`src/rtl/core/ktt_pkg.sv`:
```
package ktt_pkg;

    localparam int TABLE_ENTRIES_DEF = 8;
    localparam int ANCHOR_SLOTS_DEF  = 4;

    localparam int KEY_W   = 64;
    localparam int TIME_W  = 32;
    localparam int CFG_W   = 3;
    localparam int OUT_W   = 3;

    localparam int S_TDATA_W = 128;
    localparam int S_TUSER_W = 2;
    localparam int M_TDATA_W = 16;

    localparam logic [CFG_W-1:0] MIN_ANCHORS_RESET = 3'd3;

    localparam logic CMD_RECORD = 1'b0;
    localparam logic CMD_QUERY  = 1'b1;

    typedef struct packed {
        logic             ready_res;
        logic [OUT_W-1:0] count;
        logic             stored;
        logic             created;
        logic             found;
        logic [OUT_W-1:0] slot;
    } res_t;

    localparam int RES_W = $bits(res_t);

endpackage

```
`src/rtl/core/ktt_ram.sv`:
```
module ktt_ram #(
    parameter int WIDTH = 8,
    parameter int DEPTH = 8
) (
    input  logic                     clk,
    input  logic                     we,
    input  logic [$clog2(DEPTH)-1:0] waddr,
    input  logic [WIDTH-1:0]         wdata,
    input  logic                     re,
    input  logic [$clog2(DEPTH)-1:0] raddr,
    output logic [WIDTH-1:0]         rdata
);

    logic [WIDTH-1:0] mem [DEPTH];
    logic [WIDTH-1:0] rdata_reg;

    always_ff @(posedge clk)
    begin
        if (we)
        begin
            mem[waddr] <= wdata;
        end
        if (re)
        begin
            rdata_reg <= mem[raddr];
        end
    end

    assign rdata = rdata_reg;

endmodule

```
`src/rtl/core/keyed_timestamp_table_oldest_replace_core.sv`:
```
// One transaction at a time: s_axis_tready is high only while idle, so a new transaction is
// taken once the last result is in the output register; the entry memory has one
// read port and the key match and oldest-stamp search walk it one entry per cycle.
// Reset: rst_n asynchronous, active low; all valid bits clear at once (table empty,
// no clearing pass), min_anchors returns to 3, the output register empties.
module keyed_timestamp_table_oldest_replace_core #(
    parameter int TABLE_ENTRIES = ktt_pkg::TABLE_ENTRIES_DEF,
    parameter int ANCHOR_SLOTS  = ktt_pkg::ANCHOR_SLOTS_DEF
) (
    input  logic                          clk,
    input  logic                          rst_n,
    input  logic                          cfg_valid,
    output logic                          cfg_ready,
    input  logic [ktt_pkg::CFG_W-1:0]     cfg_data,     // min_anchors
    input  logic                          s_axis_tvalid,
    output logic                          s_axis_tready,
    // node_key[63:0], rx_time[95:64], now_ms[127:96]
    input  logic [ktt_pkg::S_TDATA_W-1:0] s_axis_tdata,
    // command[0], packet_valid[1]
    input  logic [ktt_pkg::S_TUSER_W-1:0] s_axis_tuser,
    output logic                          m_axis_tvalid,
    input  logic                          m_axis_tready,
    // slot[2:0], found[3], created[4], stored[5], count[8:6], ready_res[9], zero[15:10]
    output logic [ktt_pkg::M_TDATA_W-1:0] m_axis_tdata
);

    import ktt_pkg::*;

    localparam int IDX_W   = $clog2(TABLE_ENTRIES);
    localparam int CNT_W   = $clog2(ANCHOR_SLOTS + 1);
    localparam int CMP_W   = (CNT_W > CFG_W) ? CNT_W : CFG_W;
    localparam int RT_D    = TABLE_ENTRIES * ANCHOR_SLOTS;
    localparam int RT_AW   = $clog2(RT_D);
    localparam int ENT_W   = KEY_W + CNT_W + TIME_W;
    localparam logic [IDX_W-1:0] LAST_IDX = IDX_W'(TABLE_ENTRIES - 1);
    localparam logic [CNT_W-1:0] FULL_CNT = CNT_W'(ANCHOR_SLOTS);

    typedef enum logic [4:0] {
        S_IDLE  = 5'b00001,
        S_SCAN  = 5'b00010,
        S_EVAL  = 5'b00100,
        S_WRITE = 5'b01000,
        S_DONE  = 5'b10000
    } state_t;

    state_t state_reg, state_next;

    logic [CFG_W-1:0]         min_anchors_reg;
    logic [TABLE_ENTRIES-1:0] valid_reg;

    logic                     cmd_reg;
    logic                     pv_reg;
    logic [KEY_W-1:0]         key_reg;
    logic [TIME_W-1:0]        rx_reg;
    logic [TIME_W-1:0]        now_reg;

    logic [IDX_W-1:0]         scan_reg;
    logic                     pend_reg;
    logic [IDX_W-1:0]         pend_idx_reg;

    logic                     match_reg;
    logic [IDX_W-1:0]         match_idx_reg;
    logic [CNT_W-1:0]         match_cnt_reg;
    logic [TIME_W-1:0]        min_stamp_reg;
    logic [IDX_W-1:0]         min_idx_reg;

    res_t                     res_reg, res_next;
    logic                     out_valid_reg;
    res_t                     out_reg;

    logic                     ent_re, ent_we;
    logic [ENT_W-1:0]         ent_rdata, ent_wdata;
    logic [IDX_W-1:0]         sel_idx;
    logic [CNT_W-1:0]         base_cnt, new_cnt;
    logic                     is_rec, is_query, do_store;
    logic [RT_AW-1:0]         rt_addr;

    logic                     rd_valid;
    logic [KEY_W-1:0]         rd_key;
    logic [CNT_W-1:0]         rd_cnt;
    logic [TIME_W-1:0]        rd_stamp;
    logic                     rd_match;
    logic                     out_free;

    ktt_ram #(
        .WIDTH (ENT_W),
        .DEPTH (TABLE_ENTRIES)
    ) u_entry_ram (
        .clk   (clk),
        .we    (ent_we),
        .waddr (sel_idx),
        .wdata (ent_wdata),
        .re    (ent_re),
        .raddr (scan_reg),
        .rdata (ent_rdata)
    );

    ktt_ram #(
        .WIDTH (TIME_W),
        .DEPTH (RT_D)
    ) u_rxtime_ram (
        .clk   (clk),
        .we    (ent_we),
        .waddr (rt_addr),
        .wdata (rx_reg),
        .re    (1'b0),
        .raddr (rt_addr),
        .rdata ()
    );

    assign cfg_ready     = 1'b1;
    assign s_axis_tready = (state_reg == S_IDLE);
    assign m_axis_tvalid = out_valid_reg;
    assign m_axis_tdata  = M_TDATA_W'(out_reg);
    assign out_free      = !out_valid_reg || m_axis_tready;

    assign ent_re = (state_reg == S_SCAN);

    // invalid entries read as reset value
    assign rd_valid = valid_reg[pend_idx_reg];
    assign rd_key   = rd_valid ? ent_rdata[ENT_W-1 -: KEY_W] : '0;
    assign rd_cnt   = rd_valid ? ent_rdata[TIME_W +: CNT_W] : '0;
    assign rd_stamp = rd_valid ? ent_rdata[TIME_W-1:0] : '0;
    assign rd_match = rd_valid && (rd_key == key_reg);

    always_comb
    begin
        is_query = (cmd_reg == CMD_QUERY);
        is_rec   = (cmd_reg == CMD_RECORD) && pv_reg;
        sel_idx  = match_reg ? match_idx_reg : min_idx_reg;
        base_cnt = match_reg ? match_cnt_reg : '0;
        do_store = is_rec && (base_cnt < FULL_CNT);
        new_cnt  = do_store ? (base_cnt + CNT_W'(1)) : base_cnt;
        ent_we   = (state_reg == S_WRITE) && do_store;
        ent_wdata = {key_reg, new_cnt, now_reg};
        rt_addr  = RT_AW'(RT_AW'(sel_idx) * RT_AW'(ANCHOR_SLOTS)) + RT_AW'(base_cnt);

        res_next = '0;
        if (is_query)
        begin
            if (match_reg)
            begin
                res_next.found     = 1'b1;
                res_next.slot      = OUT_W'(match_idx_reg);
                res_next.count     = OUT_W'(match_cnt_reg);
                res_next.ready_res = (CMP_W'(match_cnt_reg) >= CMP_W'(min_anchors_reg));
            end
        end
        else if (is_rec)
        begin
            res_next.slot    = OUT_W'(sel_idx);
            res_next.found   = match_reg;
            res_next.created = !match_reg;
            res_next.stored  = do_store;
            res_next.count   = OUT_W'(new_cnt);
        end
    end

    always_comb
    begin
        state_next = state_reg;
        case (state_reg)
            S_IDLE:
            begin
                if (s_axis_tvalid)
                begin
                    state_next = S_SCAN;
                end
            end
            S_SCAN:
            begin
                if (scan_reg == LAST_IDX)
                begin
                    state_next = S_EVAL;
                end
            end
            S_EVAL:
            begin
                state_next = S_WRITE;
            end
            S_WRITE:
            begin
                state_next = S_DONE;
            end
            S_DONE:
            begin
                if (out_free)
                begin
                    state_next = S_IDLE;
                end
            end
            default:
            begin
                state_next = S_IDLE;
            end
        endcase
    end

    always_ff @(posedge clk or negedge rst_n)
    begin
        if (!rst_n)
        begin
            state_reg       <= S_IDLE;
            min_anchors_reg <= MIN_ANCHORS_RESET;
            valid_reg       <= '0;
            scan_reg        <= '0;
            pend_reg        <= 1'b0;
            out_valid_reg   <= 1'b0;
        end
        else
        begin
            state_reg <= state_next;
            if (cfg_valid && cfg_ready)
            begin
                min_anchors_reg <= cfg_data;
            end
            if (state_reg == S_IDLE)
            begin
                scan_reg <= '0;
            end
            else if (state_reg == S_SCAN)
            begin
                scan_reg <= scan_reg + IDX_W'(1);
            end
            pend_reg <= (state_reg == S_SCAN);
            if (ent_we)
            begin
                valid_reg[sel_idx] <= 1'b1;
            end
            if (state_reg == S_DONE && out_free)
            begin
                out_valid_reg <= 1'b1;
            end
            else if (m_axis_tready)
            begin
                out_valid_reg <= 1'b0;
            end
        end
    end

    always_ff @(posedge clk)
    begin
        if (s_axis_tvalid && s_axis_tready)
        begin
            cmd_reg   <= s_axis_tuser[0];
            pv_reg    <= s_axis_tuser[1];
            key_reg   <= s_axis_tdata[KEY_W-1:0];
            rx_reg    <= s_axis_tdata[KEY_W +: TIME_W];
            now_reg   <= s_axis_tdata[KEY_W+TIME_W +: TIME_W];
            match_reg <= 1'b0;
        end
        pend_idx_reg <= scan_reg;
        if (pend_reg)
        begin
            if (!match_reg && rd_match)
            begin
                match_reg     <= 1'b1;
                match_idx_reg <= pend_idx_reg;
                match_cnt_reg <= rd_cnt;
            end
            if (pend_idx_reg == '0 || rd_stamp < min_stamp_reg)
            begin
                min_stamp_reg <= rd_stamp;
                min_idx_reg   <= pend_idx_reg;
            end
        end
        if (state_reg == S_WRITE)
        begin
            res_reg <= res_next;
        end
        if (state_reg == S_DONE && out_free)
        begin
            out_reg <= res_reg;
        end
    end

`ifndef SYNTHESIS
    a_ent_we_in_write: assert property (@(posedge clk) disable iff (!rst_n)
        ent_we |-> (state_reg == S_WRITE))
        else $error("entry write outside write step");

    a_valid_sticky: assert property (@(posedge clk) disable iff (!rst_n)
        1'b1 |=> (($past(valid_reg) & ~valid_reg) == '0))
        else $error("entry valid bit cleared");

    a_stored_count: assert property (@(posedge clk) disable iff (!rst_n)
        (m_axis_tvalid && out_reg.stored) |-> (out_reg.count != '0 && !out_reg.ready_res))
        else $error("stored result with bad count or ready");

    a_ready_found: assert property (@(posedge clk) disable iff (!rst_n)
        (m_axis_tvalid && out_reg.ready_res) |-> out_reg.found)
        else $error("ready reported without a hit");
`endif

endmodule

```
`config.mk`:
```
export PLATFORM = sky130hd
export DESIGN_NAME = keyed_timestamp_table_oldest_replace_core
export DESIGN_NICKNAME = d
export VERILOG_FILES = /design/src/rtl/core/ktt_pkg.sv /design/src/rtl/core/ktt_ram.sv /design/src/rtl/core/keyed_timestamp_table_oldest_replace_core.sv
export SDC_FILE = /design/constraint.sdc
export NUM_CORES = 1
export LEC_CHECK = 0
export CAP_MARGIN = 20
export CORE_ASPECT_RATIO = 1.2
export CORE_MARGIN = 2
export CORE_UTILIZATION = 60
export DETAILED_ROUTE_END_ITERATION = 6
export DONT_BUFFER_PORTS = 1
export PLACE_DENSITY = 0.83
export SYNTH_ARGS = -nofsm -noshare
export SYNTH_HDL_FRONTEND = slang
export SYNTH_SLANG_ARGS = --single-unit
```
`constraint.sdc`:
```
create_clock -name clk -period 11.4 [get_ports clk]
set_input_delay 0.57 -clock clk [delete_from_list [all_inputs] [get_ports clk]]
set_output_delay 0.57 -clock clk [all_outputs]
set_load 0.05 [all_outputs]
```
Word level (Yosys, flattened, before mapping)
Memories as Yosys holds them, arrays and structs flattened. A register that Yosys moved wholly into a read port is not among the register bits.
Index checks and enable logic that the tools add are counted.
- word-level logic and storage cells: 97
- input port bits: 138
- output and inout port bits: 19
- flip-flop bits (word level): 184
- memories: 1
- bits in writable memories: 792
- memories (name ; words ; bits a word ; rd ports ; clocked after memory_dff ; wr ports ; line ; RTL):
    u_entry_ram.mem ; 8 ; 99 ; 1 ; 1 ; 1 ; ktt_ram.sv:14 ; logic [WIDTH-1:0] mem [DEPTH];
- eq/ne operators: 10
- bitwise logic cells: 3
- magnitude comparators: 6
- multiplexer cells: 27
- add/subtract/negate cells: 2
- reductions and logical operators: 20
- operators by type and width (kind ; count):
    equality test 64 bit ; 1
    two-way mux 64 bit ; 1
    < comparator 32 bit ; 1
    two-way mux 32 bit ; 1
    one-hot mux 5 bit (5 select lines) ; 1
    two-way mux 3 bit ; 7
    two-way mux 5 bit ; 3
    two-way mux 1 bit ; 9
    two-way mux 9 bit ; 1
    logical AND 1 bit ; 8
    < comparator 3 x 4 -> 1 bit (second input constant) ; 2
    two-way mux 4 bit ; 2
    OR 8 bit ; 1
    adder 3 x 1 -> 3 bit (second input constant) ; 2
    AND reduction 2 bit ; 3
    equality test 5 x 1 -> 1 bit (second input constant) ; 1
    equality test 5 x 2 -> 1 bit (second input constant) ; 1
    equality test 5 x 3 -> 1 bit (second input constant) ; 1
    equality test 5 x 4 -> 1 bit (second input constant) ; 1
    equality test 5 bit (second input constant) ; 1
    inequality test 2 bit (second input constant) ; 2
    nonzero test 2 bit ; 2
    binary-select mux 1 bit (select 3 bit) ; 1
    demux 1 bit (select 3 bit) ; 1
    11 further kinds ; 14

Depth between registers and ports, before layout
Gate-level depths: netlist of the first run.
- depth after elaboration: 8
- depth in mapped cells: 15
- gate-level depth less buffers: 11

By module
A second synthesis of the first run with hierarchy kept.
- cells, all modules: 1880
- area, all modules: 41477.3 um^2
- by module, submodules not included (module ; instances ; area each (um^2) ; cells an instance ; seq. area each (um^2)):
    ktt_ram ; 1 ; 33130.5 ; 1256 ; 26755.7
    keyed_timestamp_table_oldest_replace_core ; 1 ; 8346.8 ; 624 ; 5383.9

Least setup slack after synthesis of the first run
Ideal clock, no wire load.
- path kind: register -> register
- start: register pend_idx_reg[0]
- end: register min_idx_reg[0] (enable)
- library setup time: 485 ps
- arrival time: 5889 ps
- cell stages (with the launch flop): 16
- period minus slack after synthesis: 6374 ps
- setup slack: 5026 ps
- path buffers: 4
- required time: 10915 ps
- cells stage by stage: dfxtp_1 > mux2_2 > or3b_1 > clkbuf_1 > buf_2 > clkbuf_1 > clkbuf_1 > and3_1 > ha_1 > a21o_1 > a21o_1 > a21o_1 > a21o_1 > a211oi_1 > o21bai_1 > a221oi_1
- longest elaborated chain between the ends: 6
- elaborated cells on any way between the ends: 7
- classes of those cells: order compare (1); mux (3); reduce/logical (3)
- ends and longest elaborated chain (what ; line ; RTL):
    start, declared ; keyed_timestamp_table_oldest_replace_core.sv:59 ; logic [IDX_W-1:0] pend_idx_reg;
    start signal, assigned ; keyed_timestamp_table_oldest_replace_core.sv:252 ; pend_idx_reg <= scan_reg;
    binary-select mux 1 bit (select 3 bit) ; keyed_timestamp_table_oldest_replace_core.sv:120 ; assign rd_valid = valid_reg[pend_idx_reg];
    two-way mux 1 bit (not written as such) ; keyed_timestamp_table_oldest_replace_core.sv:120 ;
    two-way mux 32 bit ; keyed_timestamp_table_oldest_replace_core.sv:123 ; assign rd_stamp = rd_valid ? ent_rdata[TIME_W-1:0] : '0;
    via rd_stamp[25] ; keyed_timestamp_table_oldest_replace_core.sv:81 ; logic [TIME_W-1:0] rd_stamp;
    < comparator 32 bit ; keyed_timestamp_table_oldest_replace_core.sv:261 ; if (pend_idx_reg == '0 || rd_stamp < min_stamp_reg)
    logical OR 1 bit ; keyed_timestamp_table_oldest_replace_core.sv:261 ;
    AND reduction 2 bit (no source line) ; -- ;
    end signal, assigned ; keyed_timestamp_table_oldest_replace_core.sv:264 ; min_idx_reg <= pend_idx_reg;
    end, declared ; keyed_timestamp_table_oldest_replace_core.sv:65 ; logic [IDX_W-1:0] min_idx_reg;
The timed path passes the listed nets, and every way through them passes these cells. The select of a mux whose other input is x is not followed.
A chain may end at the register's enable or synchronous reset.

Final worst setup path of the first run
- start: register pend_idx_reg[0]
- end: register min_stamp_reg[2] (enable)
- longest elaborated chain between the ends: 6
- elaborated cells on any way between the ends: 7
- classes of those cells: order compare (1); mux (3); reduce/logical (3)
- ends and longest elaborated chain (what ; line ; RTL):
    binary-select mux 1 bit (select 3 bit) ; keyed_timestamp_table_oldest_replace_core.sv:120 ;
    two-way mux 1 bit (not written as such) ; keyed_timestamp_table_oldest_replace_core.sv:120 ;
    two-way mux 32 bit ; keyed_timestamp_table_oldest_replace_core.sv:123 ;
    via rd_stamp[17] ; keyed_timestamp_table_oldest_replace_core.sv:81 ;
    < comparator 32 bit ; keyed_timestamp_table_oldest_replace_core.sv:261 ;
    logical OR 1 bit ; keyed_timestamp_table_oldest_replace_core.sv:261 ;
    AND reduction 2 bit (no source line) ; -- ;
    end signal, assigned ; keyed_timestamp_table_oldest_replace_core.sv:263 ; min_stamp_reg <= rd_stamp;
    end, declared ; keyed_timestamp_table_oldest_replace_core.sv:64 ; logic [TIME_W-1:0] min_stamp_reg;
The timed path passes the listed nets, and every way through them passes these cells. The select of a mux whose other input is x is not followed.

==> results of run 1 <==
[cell type report]
class | instances | area, um^2
sequential | 1075 | 32150
fill | 3679 | 20780
multi-input combinational | 674 | 8313
clock buffer | 114 | 2512
timing repair buffer | 130 | 1259
tap | 901 | 1127
clock inverter | 70 | 867.1
inverter | 65 | 249.0
antenna | 5 | 12.51
[per-stage QoR]
stage	total power [uW]	area (um^2)
after global routing	9651	46490
after CTS	9434	46460
final	9397	46490
after detailed placement	5922	42080
after floorplan	5612	40930
after global placement	5869	42080
[path summary, 6_finish.rpt]
| check | end | slack (ps) | depth (start not counted) |
|---|---|---|---|
| max | min_stamp_reg[2] | 6600 | 12 |
| min | state_reg[0] | 50 | 2 |
| max reg2reg | min_stamp_reg[2] | 6600 | 12 |
| min reg2reg | m_axis_tdata[1] | 430 | 0 |
| max in group asynchronous | min_anchors_reg[0] | 10420 | 2 |
| min in group asynchronous | valid_reg[7] | 370 | 1 |
[metal layers]
layer | GRT usage [%] | up-vias | part of all wire [%]
met5 | 0 | - | 0.032
met4 | 12.30 | 4 | 4.2
met3 | 4.680 | 261 | 8.4
met2 | 43.86 | 1368 | 51
met1 | 34.45 | 10450 | 37
li1 | - | 8049 | -
[cells by family (layout without fill, tap and decap cells)]
logic type / Yosys count / in the layout / synth area share (%)
DFF: 1075 / 1075 / 78.55
muxes: 303 / 303 / 13.81
and+or+nand+nor: 191 / 191 / 2.508
buffers and inverters: 142 / 379 / 1.379
AOI/OAI and AO/OA: 106 / 106 / 1.957
adders and majority gates: 37 / 37 / 1.131
xor gates and xnor gates: 30 / 30 / 0.6422
other: 2 / 12 / 0.01835
[Yosys cell counts, types with 3 or more instances]
cell	n	area share, %
a2111o_1	3	0.083
a2111oi_0	4	0.086
a211oi_1	3	0.055
a21o_1	7	0.13
a21oi_1	14	0.17
a22o_1	9	0.19
a22oi_1	3	0.055
a31oi_1	11	0.17
and3_1	35	0.54
buf_1	18	0.17
buf_2	4	0.049
buf_4	7	0.13
clkbuf_1	48	0.44
dfrtp_1	18	1.1
dfstp_2	3	0.19
dfxtp_1	4	0.20
edfxtp_1	1050	77
ha_1	37	1.1
inv_1	65	0.60
mux2_2	103	2.8
mux4_2	199	11
nand2_1	36	0.33
nand2b_1	17	0.26
nand3_1	14	0.17
nand4_1	11	0.17
nor2_1	33	0.30
nor2b_1	11	0.17
nor3_1	7	0.086
nor4_1	3	0.046
o2111ai_1	5	0.11
o211ai_1	3	0.055
o21ai_0	17	0.21
o32ai_1	3	0.064
or2_2	10	0.15
xnor2_1	18	0.39
xor2_1	12	0.26
[worst max-delay path: stages (launching register included)]
cell and delay (ps):
dfxtp_1 490, mux4_2 610, o22a_2 480, and3_1 330, ha_1 320, a21o_1 190
a21oi_1 150, o211ai_1 120, a221o_1 410, nor2_1 200, o211ai_1 280, a221oi_4 320
buf_4 480
[where the power goes]
group | switching (uW) | internal [uW] | total, uW
sequential | 249 | 4710 | 4960
combinational | 538 | 427 | 964
clock | 1500 | 1970 | 3470
==> reports/results.tsv, run 1 <==
stage	metric	value	unit
logic_synthesis	post-synthesis async set-or-reset flop share	1.953	%
cts	Num CTS Buffers	98	
worst_setup_path	reg2reg start	pend_idx_reg[0]	
logic_synthesis	Avg Synthesized Cell Area	21.69	um^2
place	IO Port Bufs	0	
sta	period utilization	42.10	%
worst_setup_path	crit path from	pend_idx_reg[0]	
place	Post-Place Cells	2743	
die	die area	70310	um^2
worst_setup_path	Startpoint Class	flip-flop	
global_routing	GRT overflow	0	
die	Ports	157	
cells_and_area	layout cells sized above 1	24.39	%
worst_setup_path	CP required	11700	ps
cts	Setup Buffers After CTS	0	
global_routing	All-Layer GR Usage	26.41	%
die	FP Rows	104	
sta	setup TNS	0	ps
power_and_ir_drop	worst IR drop on VDD	0.1368	mV
detailed_routing	Vias	20130	
die	Starting Density	60.82	%
cts	hold buffers post-CTS	100	
cts	CTS H-tree lvls	3	
sta	slew margin rel.	26.42	%
sta	Tightest Pin Transition	1104	ps
logic_synthesis	Warnings, synthesis	0	
place	post-detail-place hpwl	42.72	mm
sta	fin worst setup slack	6601	ps
cts	Worst-path clk slew	70	ps
logic_synthesis	EDFF count, synth	1050	
detailed_routing	1st-iter DRT viols	2454	
cells_and_area	synthesis-to-layout area growth	13.63	%
sta	hold_ws	48.92	ps
worst_setup_path	WS Path Type	flip-flop to flip-flop	
sta	RSZ-0062 raised after global routing	false	
cts	# clock sinks	1075	
detailed_routing	Vias/cell	6.635	
logic_synthesis	Unique masters post-synth	69	
detailed_routing	Antenna Violating Nets Remaining	0	
hold_path	min-delay src	s_axis_tvalid	
logic_synthesis	synthesized cell area	40920	um^2
place	pre-CTS WS	6796	ps
sta	skew final	24.96	ps
place	routability cong.	0.7966	
logic_synthesis	Yosys reg bits	1075	
worst_setup_path	CP Capture Type	flip-flop	
sta	Hold Violations, Final	0	
global_routing	first-pass GRT wire length	136.7	mm
cts	Clock Tree Buf Depth	3	
global_routing	initial antenna violation count	7	
sta	Pins Over Slew Limit	0	
cts	clock tree root driver cell	clkbuf_16	
detailed_routing	DRC violations left	0	
cells_and_area	Final Non-Filler Cells	3034	
power_and_ir_drop	power per standard cell area	202.1	nW/um^2
cells_and_area	commonest non-fill, non-tap cells in the layout	1050 x edfxtp_1, 199 x mux4_2, 103 x mux2_2, 100 x dlygate4sd3_1, 98 x clkbuf_16	
global_routing	vias in the first global route	21310	
cells_and_area	nets	2219	
status	status	finished, final reports clean	
cells_and_area	commonest non-fill, non-tap cell in the layout	edfxtp_1	
die	die extent in y	290.1	um
cells_and_area	max reg flops	792	
sta	min Tclk post-route	4799	ps
run	number of max-cap violations	0	
cts	post_cts resized	0	
power_and_ir_drop	Static Leak	0.01501	uW
global_routing	largest net degree at the start of global routing	156	
sta	# setup viols final	0	
detailed_routing	WL per Instance	30.10	um
logic_synthesis	sequential area share after synthesis	78.55	%
die	Die Wd	242.4	um
logic_synthesis	Post-Syn Instances	1886	
cts	clk_lat worst skew	670	ps
sta	fmax	208.4	MHz
worst_setup_path	CP arrival	5100	ps
detailed_routing	Total Routed Length	91.31	mm
worst_setup_path	crit-path max FO	35	
logic_synthesis	Top FF cell, synth	edfxtp_1	
hold_path	worst hold path type	input port to flip-flop	
detailed_routing	first drt pass iteration count	5	
cts	CTS tree	done	
cells_and_area	Post-Route Utilization	69.11	%
die	core area	67270	um^2
(Power assumes the default switching activity.)
==> inputs of run 2 (changes only) <==
- clock period: 11.4 -> 4.85 ns (I/O delays scaled with it)
==> reports/results.tsv, run 2 (synthesized netlist as in run 1, its figures left out) <==
stage	metric	value	unit	change
status	status	finished, final reports clean		unchanged
detailed_routing	Total Routed Length	95.74	mm	was 91.31 mm
cts	CTS H-tree lvls	3		unchanged
sta	slew margin rel.	18.91	%	was 26.42%
cells_and_area	layout cells sized above 1	24.24	%	was 24.39%
sta	min Tclk post-route	4539	ps	was 4799 ps
sta	Pins Over Slew Limit	0		unchanged
cts	clk_lat worst skew	660	ps	was 670 ps
cts	Clock Tree Buf Depth	3		unchanged
cts	clock tree root driver cell	clkbuf_16		unchanged
cells_and_area	synthesis-to-layout area growth	14.04	%	was 13.63%
worst_setup_path	delay-heaviest family, CP	compound AO/OA/AOI/OAI gates		unchanged
worst_setup_path	crit-path max FO	32		was 35
detailed_routing	DRC violations left	0		unchanged
cells_and_area	nets	2234		was 2219
cts	Num CTS Buffers	96		was 98
global_routing	initial antenna violation count	8		was 7
global_routing	vias in the first global route	21290		was 21310
worst_setup_path	buffers plus inverters on the worst setup path	1		unchanged
die	core area	67270	um^2	unchanged
sta	fmax	220.3	MHz	was 208.4 MHz
cells_and_area	commonest non-fill, non-tap cell in the layout	edfxtp_1		unchanged
place	Post-Place Cells	2754		was 2743
place	routability cong.	0.8490		was 0.7966
power_and_ir_drop	Static Leak	0.01503	uW	was 0.01501 uW
cells_and_area	commonest non-fill, non-tap cells in the layout	1050 x edfxtp_1, 199 x mux4_2, 106 x dlygate4sd3_1, 103 x mux2_2, 97 x clkbuf_16		was 1050 x edfxtp_1, 199 x mux4_2, 103 x mux2_2, 100 x dlygate4sd3_1, 98 x clkbuf_16
cells_and_area	max reg flops	792		unchanged
run	number of max-cap violations	0		unchanged
hold_path	min-delay src	s_axis_tdata[101]		was s_axis_tvalid
detailed_routing	first drt pass iteration count	6		was 5
worst_setup_path	reg2reg start	pend_idx_reg[0]		unchanged
cells_and_area	FILL cells	3663		was 3679
cts	CTS tree	done		unchanged
sta	period utilization	93.58	%	was 42.10%
die	Ports	157		unchanged
cts	# clock sinks	1075		unchanged
hold_path	Hold Crit Depth	1		was 2
die	Starting Density	60.82	%	unchanged
place	IO Port Bufs	0		unchanged
global_routing	first-pass GRT wire length	139.0	mm	was 136.7 mm
worst_setup_path	Critical Path, Cell by Cell	mux4_2 -> o22a_2 -> and3_1 -> ha_1 -> a21o_1 -> a21o_1 -> a21o_1 -> a21o_1 -> a211oi_1 -> o21bai_1 -> a221oi_4 -> buf_4		was mux4_2 -> o22a_2 -> and3_1 -> ha_1 -> a21o_1 -> a21oi_1 -> o211ai_1 -> a221o_1 -> nor2_1 -> o211ai_1 -> a221oi_4 -> buf_4
sta	setup TNS	0	ps	unchanged
worst_setup_path	WS Path Type	flip-flop to flip-flop		unchanged
die	Die Wd	242.4	um	unchanged
hold_path	worst hold path type	input port to flip-flop		unchanged
power_and_ir_drop	power per standard cell area	467.2	nW/um^2	was 202.1 nW/um^2
detailed_routing	WL per Instance	31.40	um	was 30.10 um
cts	Setup Buffers After CTS	0		unchanged
sta	Hold Violations, Final	0		unchanged
detailed_routing	Antenna Violating Nets Remaining	0		unchanged
worst_setup_path	CP arrival	4860	ps	was 5100 ps
worst_setup_path	register-to-register setup slack	310	ps	was 6600 ps
power_and_ir_drop	worst IR drop on VDD	0.2819	mV	was 0.1368 mV
detailed_routing	Vias/cell	6.724		was 6.635
detailed_routing	Vias	20500		was 20130
sta	Tightest Pin Transition	1216	ps	was 1104 ps
worst_setup_path	reg2reg end	min_stamp_reg[10]		was min_stamp_reg[2]
worst_setup_path	Startpoint Class	flip-flop		unchanged
die	FP Rows	104		unchanged
global_routing	All-Layer GR Usage	26.86	%	was 26.41%
worst_setup_path	CP Capture Type	flip-flop		unchanged
sta	skew final	28.93	ps	was 24.96 ps
cells_and_area	Post-Route Utilization	69.36	%	was 69.11%
worst_setup_path	R2R depth	12		unchanged
cts	Worst-path clk slew	70	ps	about the same
global_routing	GRT overflow	0		unchanged
global_routing	largest net degree at the start of global routing	101		was 156
worst_setup_path	slowest stage delay, CP	590	ps	was 610 ps
die	die area	70310	um^2	unchanged
sta	RSZ-0062 raised after global routing	false		unchanged
detailed_routing	1st-iter DRT viols	3023		was 2454
die	die extent in y	290.1	um	unchanged
cells_and_area	Final Non-Filler Cells	3049		was 3034
sta	# setup viols final	0		unchanged
worst_setup_path	CP required	5170	ps	was 11700 ps
worst_setup_path	Slowest cell on crit path	mux4_2		unchanged
place	post-detail-place hpwl	45.83	mm	was 42.72 mm
sta	hold_ws	207.2	ps	was 48.92 ps
hold_path	WHS Endpoint	now_reg[5]		was state_reg[0]
worst_setup_path	Most Frequent Cell on Critical Path	a21o_1		was o211ai_1
==> run 2: cell count changes in the layout (fill, tap and decap cells not counted), moves of 2 or more <==
| cell | delta |
|---|---|
| clkbuf_8 | +3 |
| diode_2 | +2 |
| clkinv_1 | +7 |
| clkinvlp_4 | +4 |
| bufinv_16 | -5 |
| buf_4 | -5 |
| buf_12 | +16 |
| dlygate4sd3_1 | +6 |
| inv_6 | -4 |
| inv_16 | -3 |
| inv_8 | -2 |
| clkinv_4 | -4 |
| buf_16 | +2 |
==> run 2: worst register-to-register path, stage by stage, from the launching register on <==
cell and delay, ps:
dfxtp_1 460, mux4_2 600, o22a_2 460, and3_1 330, ha_1 310, a21o_1 180
a21o_1 190, a21o_1 170, a21o_1 180, a211oi_1 380, o21bai_1 220, a221oi_4 340
buf_4 370
==> run 2: worst max path at each step <==
stage | from | to | slack, ps | cells past startpoint
3_3_place_gp | pend_idx_reg[0] | min_stamp_reg[5] | 710 | 13
6_report | pend_idx_reg[0] | min_stamp_reg[10] | 310 | 12
4_1_cts | pend_idx_reg[0] | min_stamp_reg[8] | 370 | 12
2_1_floorplan | cmd_reg | valid_reg[7] | -1100 | 5
3_5_place_dp | pend_idx_reg[0] | min_stamp_reg[11] | 630 | 13
5_1_grt | pend_idx_reg[0] | min_stamp_reg[10] | 170 | 13
==> run 2: area by class of cell <==
type | count | area (um^2) | share of cell area (%)
Tap cell | 901 | 1127 | 2.416
Inverter | 65 | 249.0 | 0.5336
Multi-Input combinational cell | 674 | 8315 | 17.82
Timing Repair Buffer | 147 | 1634 | 3.502
Sequential cell | 1075 | 32150 | 68.91
Antenna cell | 7 | 17.52 | 0.03754
Clock buffer | 117 | 2532 | 5.428
Clock inverter | 63 | 631.9 | 1.354
==> run 2: layer usage <==
metal  wire (um)  part of all wire (%)  global-route usage [%]
met1       33120                    35                   34.92
met2       49360                    52                   45.25
met3        9352                   9.8                   4.504
met4        3880                   4.1                   11.74
met5          29                 0.030                       0
==> run 2: where the power goes <==
group          total [uW]  internal [uW]  switching (uW)
clock network        7730           4320            3410
logic                2430           1050            1370
registers           11600          11100             576
total               21800          16400            5360
==> run 2: per-stage QoR <==
step	power (uW)	cell area (um^2)	setup WS (ps)
floorplan	13190	40960	-1104
global placement	13830	42340	709.5
detailed placement	13970	42360	626.4
CTS	21760	46580	367.3
global route	22350	46660	172.2
finish	21800	46660	311.2
==> run 2: repair_timing <==
item,4_1_cts,5_1_grt
setup endpoints to repair,0,0
hold buffers,105,1
hold endpoints to repair,127,1
gates resized for setup,0,0
==> inputs of run 3 (changes only) <==
- clock period: 4.85 -> 5.7 ns (I/O delays scaled with it)
==> reports/results.tsv, run 3 (synthesized netlist as in run 1, its figures left out) <==
stage	metric	value	unit	change
cts	CTS H-tree lvls	3		unchanged
die	die extent in y	290.1	um	unchanged
detailed_routing	Antenna Violating Nets Remaining	0		unchanged
die	Die Wd	242.4	um	unchanged
sta	period utilization	82.03	%	was 93.58%
cells_and_area	FILL cells	3697		was 3663
place	post-detail-place hpwl	45.21	mm	was 45.83 mm
die	Starting Density	60.82	%	unchanged
detailed_routing	Vias	19730		was 20500
power_and_ir_drop	worst IR drop on VDD	0.2778	mV	was 0.2819 mV
power_and_ir_drop	Static Leak	0.01500	uW	was 0.01503 uW
detailed_routing	Total Routed Length	87.75	mm	was 95.74 mm
place	routability cong.	0.8303		was 0.8490
cells_and_area	nets	2229		was 2234
sta	slew margin rel.	32.39	%	was 18.91%
global_routing	All-Layer GR Usage	25.56	%	was 26.86%
detailed_routing	Vias/cell	6.515		was 6.724
sta	setup TNS	0	ps	unchanged
cts	Clock Tree Buf Depth	3		unchanged
worst_setup_path	Slowest cell on crit path	or3b_1		was mux4_2
detailed_routing	DRC violations left	0		unchanged
sta	Tightest Pin Transition	1004	ps	was 1216 ps
die	core area	67270	um^2	unchanged
status	status	finished, final reports clean		unchanged
worst_setup_path	CP Capture Type	flip-flop		unchanged
global_routing	initial antenna violation count	4		was 8
cells_and_area	commonest non-fill, non-tap cells in the layout	1050 x edfxtp_1, 199 x mux4_2, 105 x dlygate4sd3_1, 103 x mux2_2, 97 x clkbuf_16		was 1050 x edfxtp_1, 199 x mux4_2, 106 x dlygate4sd3_1, 103 x mux2_2, 97 x clkbuf_16
cts	clock tree root driver cell	clkbuf_16		unchanged
global_routing	vias in the first global route	20890		was 21290
place	IO Port Bufs	0		unchanged
cts	Setup Buffers After CTS	0		unchanged
worst_setup_path	slowest stage delay, CP	710	ps	was 590 ps
cts	CTS tree	done		unchanged
cts	Num CTS Buffers	95		was 96
sta	min Tclk post-route	4676	ps	was 4539 ps
cells_and_area	commonest non-fill, non-tap cell in the layout	edfxtp_1		unchanged
sta	Pins Over Slew Limit	0		unchanged
run	number of max-cap violations	0		unchanged
worst_setup_path	crit-path max FO	35		was 32
sta	RSZ-0062 raised after global routing	false		unchanged
hold_path	worst hold path type	input port to asynchronous set/reset pin		was input port to flip-flop
power_and_ir_drop	Tot Pwr	18450	uW	was 21800 uW
die	die area	70310	um^2	unchanged
sta	# setup viols final	0		unchanged
detailed_routing	1st-iter DRT viols	2324		was 3023
global_routing	GRT overflow	0		unchanged
cts	Worst-path clk slew	70	ps	about the same
detailed_routing	WL per Instance	28.98	um	was 31.40 um
cts	# clock sinks	1075		unchanged
worst_setup_path	WS Path Type	flip-flop to flip-flop		unchanged
cells_and_area	max reg flops	792		unchanged
global_routing	largest net degree at the start of global routing	101		unchanged
sta	Hold Violations, Final	0		unchanged
sta	skew final	23.37	ps	was 28.93 ps
worst_setup_path	CP arrival	4960	ps	was 4860 ps
cells_and_area	layout cells sized above 1	24.41	%	was 24.24%
die	Ports	157		unchanged
cts	clk_lat worst skew	650	ps	was 660 ps
cells_and_area	synthesis-to-layout area growth	13.69	%	was 14.04%
sta	fmax	213.9	MHz	was 220.3 MHz
worst_setup_path	Startpoint Class	flip-flop		unchanged
global_routing	first-pass GRT wire length	132.9	mm	was 139.0 mm
die	FP Rows	104		unchanged
worst_setup_path	Critical Path, Cell by Cell	mux2_2 -> or3b_1 -> buf_4 -> and3_1 -> ha_1 -> a21oi_1 -> nor2b_1 -> o21ai_0 -> nand2_1 -> o21ai_0 -> o211ai_1 -> a221oi_4 -> buf_4		was mux4_2 -> o22a_2 -> and3_1 -> ha_1 -> a21o_1 -> a21o_1 -> a21o_1 -> a21o_1 -> a211oi_1 -> o21bai_1 -> a221oi_4 -> buf_4
detailed_routing	first drt pass iteration count	5		was 6
power_and_ir_drop	power per standard cell area	396.7	nW/um^2	was 467.2 nW/um^2
worst_setup_path	CP required	5980	ps	was 5170 ps
cts	post_cts resized	0		unchanged
==> run 3: cell count changes in the layout (fill, tap and decap cells not counted) <==
cell / before / now
clkinv_2: 13 / 15
bufinv_16: 11 / 15
buf_4: 21 / 26
buf_12: 18 / 11
buf_16: 2 / 0
clkbuf_4: 0 / 1
diode_2: 7 / 1
clkbuf_8: 3 / 2
clkinvlp_4: 8 / 7
clkbuf_1: 17 / 13
clkinv_4: 0 / 1
clkinv_1: 25 / 15
clkinv_8: 4 / 2
dlygate4sd3_1: 106 / 105
==> run 3: what timing repair did <==
action                                  CTS  global route
hold buffers                            106             0
endpoints found under the setup margin    0             0
endpoints found under the hold margin   126             0
==> run 3: final timing paths <==
path / startpoint / end / slack [ps] / depth (start not counted)
worst max-delay path: pend_idx_reg[0] / min_stamp_reg[7] / 1020 / 13
worst min-delay path: rst_n / state_reg[4] / 60 / 2
worst max register to register: pend_idx_reg[0] / min_stamp_reg[7] / 1020 / 13
worst min register to register: res_reg[3] / m_axis_tdata[3] / 410 / 0
max in group asynchronous: rst_n / min_anchors_reg[1] / 5380 / 2
min in group clk: s_axis_tdata[107] / now_reg[11] / 260 / 1
==> run 3: layout make-up <==
type                            instances  area [um^2]  area share (%)
Timing Repair Buffer                  143         1474           3.169
Inverter                               65        249.0          0.5353
Tap cell                              901         1127           2.424
Sequential cell                      1075        32150           69.12
Clock inverter                         57        693.2           1.490
Antenna cell                            1        2.502        0.005380
Multi-Input combinational cell        674         8315           17.88
Clock buffer                          112         2504           5.382
==> run 3: worst max-delay path: cells and delay by family (launching register included) <==
family,cells,cell delay [ps]
AOI/OAI and AO/OA,5,1140
and+or+nand+nor,4,1100
buffers and inverters,2,880
DFF,1,460
muxes,1,390
adders and majority gates,1,300
==> run 3: power breakdown <==
group	total, uW	leakage [uW]	internal, uW	switching [uW]
logic	1920	0.00365	868	1050
registers	9930	0.00981	9420	508
clock network	6600	0.00155	3820	2780
total	18500	0.0150	14100	4340
==> run 3: routing by layer <==
layer	GRT usage, %	wire, um	up-vias
li1	-	-	8057
met1	34.43	32430	10190
met2	42.42	45090	1264
met3	4.356	7446	210
met4	9.801	2760	4
met5	0	25	-
==> run 3: per-stage QoR <==
step / area, um^2 / cells / setup slack [ps] / hold slack (ps) / util (%)
after global placement: 42240 / 2751 / 1340 / -9.550 / 62.78
final: 46520 / 3028 / 1024 / 64.08 / 69.14
after floorplan: 40950 / 1891 / -254.4 / -10.59 / -
after CTS: 46510 / 3026 / 1087 / 47.31 / 69.13
after detailed placement: 42240 / 2751 / 1232 / -9.390 / 62.78
after global routing: 46520 / 3028 / 878.4 / 68.64 / 69.14
